===== config.mk =====
export PLATFORM = sky130hd
export DESIGN_NAME = hnrr_ctrl
export DESIGN_NICKNAME = d
export VERILOG_FILES = /design/src/rtl/core/hnrr_pkg.sv /design/src/rtl/core/hnrr_ctrl.sv
export SDC_FILE = /design/constraint.sdc
export NUM_CORES = 1
export LEC_CHECK = 0
export ABC_AREA = 1
export BUFFER_PORTS_ARGS = -buffer_cell sky130_fd_sc_hd__buf_4
export CAP_MARGIN = 20
export CORE_MARGIN = 3
export CORE_UTILIZATION = 35
export CTS_CLUSTER_DIAMETER = 50
export DETAILED_ROUTE_END_ITERATION = 16
export PLACE_DENSITY = 0.55
export SLEW_MARGIN = 20
export SYNTH_ARGS = -nofsm -noshare
export SYNTH_HDL_FRONTEND = slang
export SYNTH_SLANG_ARGS = --single-unit
export TNS_END_PERCENT = 50

===== constraint.sdc =====
create_clock -name clk -period 2.9 [get_ports clk]
set_input_delay 0.58 -clock clk [delete_from_list [all_inputs] [get_ports clk]]
set_output_delay 0.58 -clock clk [all_outputs]
set_load 0.02 [all_outputs]

===== src/rtl/core/hnrr_pkg.sv =====
// Shared types and constants of the hung note release resolver.
// No dependencies; imported by hnrr_ctrl, hnrr_dp and the top level.
`default_nettype none
package hnrr_pkg;

	typedef enum logic [2:0] {
		OP_HOLD_NOTE  = 3'd0,
		OP_HOLD_PEDAL = 3'd1,
		OP_BEGIN      = 3'd2,
		OP_EVENT      = 3'd3,
		OP_READ       = 3'd4,
		OP_CLEAR_HELD = 3'd5
	} op_t;

	localparam logic [1:0] REG_LOOP_LENGTH = 2'd0;
	localparam logic [1:0] REG_SCAN_LIMIT  = 2'd1;

	localparam logic [7:0] CH_MASK       = 8'h0f;
	localparam logic [7:0] KIND_MASK     = 8'hf0;
	localparam logic [7:0] KIND_NOTE_ON  = 8'h90;
	localparam logic [7:0] KIND_NOTE_OFF = 8'h80;
	localparam logic [7:0] KIND_CTRL     = 8'hb0;
	localparam logic [7:0] DATA_MASK     = 8'h7f;
	localparam logic [7:0] CTRL_SUSTAIN  = 8'd64;

	localparam int PLAYHEAD_W = 40;
	localparam int PULSE_W    = 24;
	localparam int LOOP_W     = 24;
	localparam int LIMIT_W    = 16;
	localparam int WAIT_W     = 12;
	localparam int READS_W    = 17;
	localparam int START_W    = 25;
	localparam int FRAC_W     = 16;
	localparam int ROW_BITS   = 64;
	localparam int CFG_W      = 24;
	localparam int CFG_IDX_W  = 2;
	localparam logic [LIMIT_W-1:0] LIMIT_RESET = 16'd1024;

	typedef struct packed {
		logic load;
		logic dec;
		logic rmw;
		logic mul;
		logic div_init;
		logic div_step;
		logic fix;
		logic sw_rd;
		logic sw_wr;
		logic fin;
	} cmd_t;

	typedef struct packed {
		logic is_begin;
		logic need_rmw;
		logic div_last;
		logic sw_last;
	} sts_t;

endpackage
`default_nettype wire


===== src/rtl/core/hnrr_ctrl.sv =====
// Controller state machine of the resolver: sequences the datapath.
// Depends on hnrr_pkg (cmd_t, sts_t).
`default_nettype none
module hnrr_ctrl (
	input  wire logic          clk,
	input  wire logic          arst_n,
	input  wire logic          start,
	output logic               busy,
	output logic               done,
	output hnrr_pkg::cmd_t     cmd,
	input  wire hnrr_pkg::sts_t sts
);
	import hnrr_pkg::*;

	typedef enum logic [10:0] {
		S_IDLE = 11'b000_0000_0001,
		S_DEC  = 11'b000_0000_0010,
		S_RMW  = 11'b000_0000_0100,
		S_MUL  = 11'b000_0000_1000,
		S_DIVI = 11'b000_0001_0000,
		S_DIV  = 11'b000_0010_0000,
		S_FIX  = 11'b000_0100_0000,
		S_SWRD = 11'b000_1000_0000,
		S_SWWR = 11'b001_0000_0000,
		S_FIN  = 11'b010_0000_0000,
		S_OUT  = 11'b100_0000_0000
	} state_t;

	state_t state_q, state_d;

	always_ff @(posedge clk or negedge arst_n) begin
		if (!arst_n) begin
			state_q <= S_IDLE;
		end else begin
			state_q <= state_d;
		end
	end

	always_comb begin
		state_d = state_q;
		cmd     = '0;
		unique case (state_q)
			S_IDLE: begin
				cmd.load = start;
				if (start) state_d = S_DEC;
			end
			S_DEC: begin
				cmd.dec = 1'b1;
				if (sts.is_begin) state_d = S_MUL;
				else if (sts.need_rmw) state_d = S_RMW;
				else state_d = S_OUT;
			end
			S_RMW: begin
				cmd.rmw = 1'b1;
				state_d = S_OUT;
			end
			S_MUL: begin
				cmd.mul = 1'b1;
				state_d = S_DIVI;
			end
			S_DIVI: begin
				cmd.div_init = 1'b1;
				state_d = S_DIV;
			end
			S_DIV: begin
				cmd.div_step = 1'b1;
				if (sts.div_last) state_d = S_FIX;
			end
			S_FIX: begin
				cmd.fix = 1'b1;
				state_d = S_SWRD;
			end
			S_SWRD: begin
				cmd.sw_rd = 1'b1;
				state_d = S_SWWR;
			end
			S_SWWR: begin
				cmd.sw_wr = 1'b1;
				state_d = sts.sw_last ? S_FIN : S_SWRD;
			end
			S_FIN: begin
				cmd.fin = 1'b1;
				state_d = S_OUT;
			end
			S_OUT: begin
				state_d = S_IDLE;
			end
			default: begin
				state_d = S_IDLE;
			end
		endcase
	end

	assign busy = (state_q != S_IDLE);
	assign done = (state_q == S_OUT);
endmodule
`default_nettype wire


After elaboration in Yosys (flattened, before gate mapping). Index checks and enable logic that the tools add are counted.

Reduce and logical (&&, ||, !) cells: 2. Muxes and demuxes: 16. Eq/ne operators: 14.

Operators with widths (number): $pmux W11 S9 (1); $mux W11 (4); $eq A11 B1 Y1 const B (1); $eq A11 B10 Y1 const B (1); $eq A11 B11 Y1 const B (1); $eq A11 B2 Y1 const B (1); $eq A11 B3 Y1 const B (1); $eq A11 B4 Y1 const B (1); $eq A11 B5 Y1 const B (1); $eq A11 B6 Y1 const B (1); $eq A11 B7 Y1 const B (1); $eq A11 B8 Y1 const B (1); $eq A11 B9 Y1 const B (1); $ne A11 B1 Y1 const B (1); $mux W1 (10); $mux W10 (1); $ne A2 B2 Y1 const B (2); $reduce_and A2 Y1 (1); $reduce_or A2 Y1 (1).

Register bits after elaboration: 11. Logic and storage cells: 33.

Longest topological paths before layout.
Depth after elaboration: 3. Gate-level depth with buffers: 9.

Worst setup path before layout. OpenSTA, ideal clock, no wires.

Path kind: register -> output. Start: register state_q[4]. End: output cmd[9] (netlist name). Data arrival time: 1.163 ns. Stages on the path, launching flop included: 6. Path buffers: 0. Path slack: 1.157 ns. Cells stage by stage: dfrtp_1 > nor2_1 > nand2_1 > nor2_4 > nand2_4 > nor2_1.

RTL lines: from (decl) (line hnrr_ctrl.sv:29) `state_t state_q, state_d;`; from (signal assigned) (line hnrr_ctrl.sv:35) `state_q <= state_d;`; to (decl) (line hnrr_ctrl.sv:10) `output hnrr_pkg::cmd_t cmd,`.

==> summary.txt <==
Ranking of synthesized cells by area: dfrtp_1 (36%), inv_1 (15%), nand2_1 (13%), nor2_1 (11%), dfstp_2 (3.8%)
Pin slew with the least headroom to its limit: 0.195 ns
Dpl hpwl: 1.13 mm
Synth cell types: 18
Top Registers: state_q: 11 flops
Met2 GRT Util: 20.7%
Final setup viols: 0
Crit path launch type: register
RR Startpoint: state_q[0]
Die Span Y: 50.4 um
Met3 usage: 4.15%
Max reg flops: 11
DR WL/cell: 9.09 um
Seq cells post-synth: 11
Syn Nets: 109
H-tree Lvls: 1
Share of cells above drive strength 1: 27.4%
Worst path arrival time: 1.43 ns
Worst EP required: 2.32 ns
Clock Latency Late Sink: 0.26 ns
Worst Hold Class: in2async
Full die area: 2540 um2
Place WS: 1.17 ns
Routed Antenna Nets: 0
Post-Layout Cell Count: 149
DIE WIDTH: 50.4 um
Placed insts: 145
Post-CTS Repair Setup Buffers: 0
Nets: 132
Max Clk Rate: 0.497 GHz
Total wire length: 1.36 mm
CP Capture Point: cmd[9]
Mapped Cells: 102
Beginning of the critical path: state_q[7]
Met1 Usage GRT: 15.3%
FF-to-FF path depth: 8
Endpoints failing hold: 0
Biggest register: state_q
Initial Util: 38.3%
Warnings, synthesis: 0
Worst-path clk slew: 0.07 ns
IO buf count: 18
Gpl congestion: 0.712
Clock Skews: 0.000339 ns
Setup TNS: 0 ns
Count leader, synth: inv_1
Via count: 624
Root Driver: clkbuf_4
Total power: 0.000546 W
Clk sink count: 11
Ys async rst share: 100%
Final Max Slew Viols: 0
FILL cells: 203
Outcome: completed
Post_cts resized: 0
Area grow syn2layout: 27.9%
Primary FF master, synth: dfrtp_1
DRC: 0
Grt peak-use layer: met2
Vias in the first global route: 578
GRT Util Overall: 12.9%
Top cells by count, synth: inv_1 (27), nand2_1 (24), nor2_1 (20)
Overflow after GRT: 0
CTS tree: done
Slew margin rel.: 87.0%
Reg area: 277 um2
VDD IR max: 0.460 mV
Rows: 15
Max_cap viols: 0
Pin count of the biggest net entering global routing: 12
Post-synth EDFFs: 0
Most area-hungry cell type in the Yosys netlist: dfrtp_1
Iter 0 DRT Violations: 14
DR pass1 iterations: 2
Top cell type's share of synthesized area: 36.2%
Critical path type: reg2out
Clock Path Buffers: 2
IO Pins: 19
Multi-input logic area: 304 um2
R2r setup slk: 1.51 ns
Cell Pwr Density: 618 nW/um2
Endpoint of the worst register-to-register path: state_q[0]
Sequential area share after synthesis: 40.0%
Avg Inst Size Synth: 6.77 um2
Fin crit share: 69.4%
Synthesized cell area: 691 um2
Crit path time final: 2.01 ns
Hold_buf cts: 0
Worst-path fanout max: 5
N_diodes: 0
First-pass GRT wire length: 2.38 mm
Core area: 1800 um2
Leakage power: 0.604 nW
Initial antenna violation count: 0
Worst setup margin: 0.887 ns
Num CTS Buffers: 3
Critical Path End Type: output pin
RSZ-0062 raised after global routing: no
Number of vias per cell: 4.19
## routing by layer
metal  wire length [um]  up-vias
met2                616       16
met3                 95        4
met1                612      265
met4                 31        0
met5                  0        -
li1                   -      339
## worst min path at each step
stage	endpoint	slack (ns)	start
2_1_floorplan	state_q[10]	0.28	arst_n
3_3_place_gp	state_q[10]	0.43	arst_n
3_5_place_dp	state_q[10]	0.43	arst_n
4_1_cts	state_q[9]	0.14	arst_n
5_1_grt	state_q[9]	0.13	arst_n
6_report	state_q[10]	0.13	arst_n
## through the flow
stage / util (%) / instance area, um2 / hold slack (ns)
final: 49.0 / 883 / 0.131
after global routing: 49.0 / 883 / 0.133
after CTS: 49.0 / 883 / 0.136
after detailed placement: 47.6 / 857 / 0.426
after global placement: 47.6 / 857 / 0.426
after floorplan: - / 691 / 0.284
## worst max-delay path: stages (launching register included)
cell and delay (ns):
dfrtp_1 0.41, nor2_1 0.13, nand2_1 0.13, nor2_4 0.16, nand2_4 0.09, nor2_1 0.10, buf_4 0.15
## logic make-up (layout without fill, tap and decap cells)
| group | count (synthesis) | count (layout) | share of synthesized area [%] |
|---|---|---|---|
| simple gates | 58 | 58 | 38.9 |
| buf+inv | 29 | 51 | 15.9 |
| flops | 11 | 11 | 40.0 |
| compound gates | 4 | 4 | 5.07 |
## power by group
group | total [W] | internal, W | switching (W)
logic | 0.000252 | 0.0000944 | 0.000157
clock network | 0.000105 | 0.0000532 | 0.0000513
registers | 0.000189 | 0.000177 | 0.0000128
## layout make-up
cell class / count / share of cell area [%]
inverter: 29 / 12.5
multi-input combinational: 62 / 34.4
timing repair buffer: 18 / 15.3
tap: 25 / 3.54
clock buffer: 4 / 2.97
sequential: 11 / 31.3
## cells in the final DEF (no fill, tap or decap), types with 2 or more instances in the layout
master / instances
nor3_1: 3
nor2_1: 20
nand2_4: 2
buf_4: 18
nand3_1: 3
dfrtp_1: 10
inv_1: 27
clkbuf_4: 3
nand2_2: 2
nand2_1: 24
nor2_4: 2
Power figures use the tool's default switching activity.
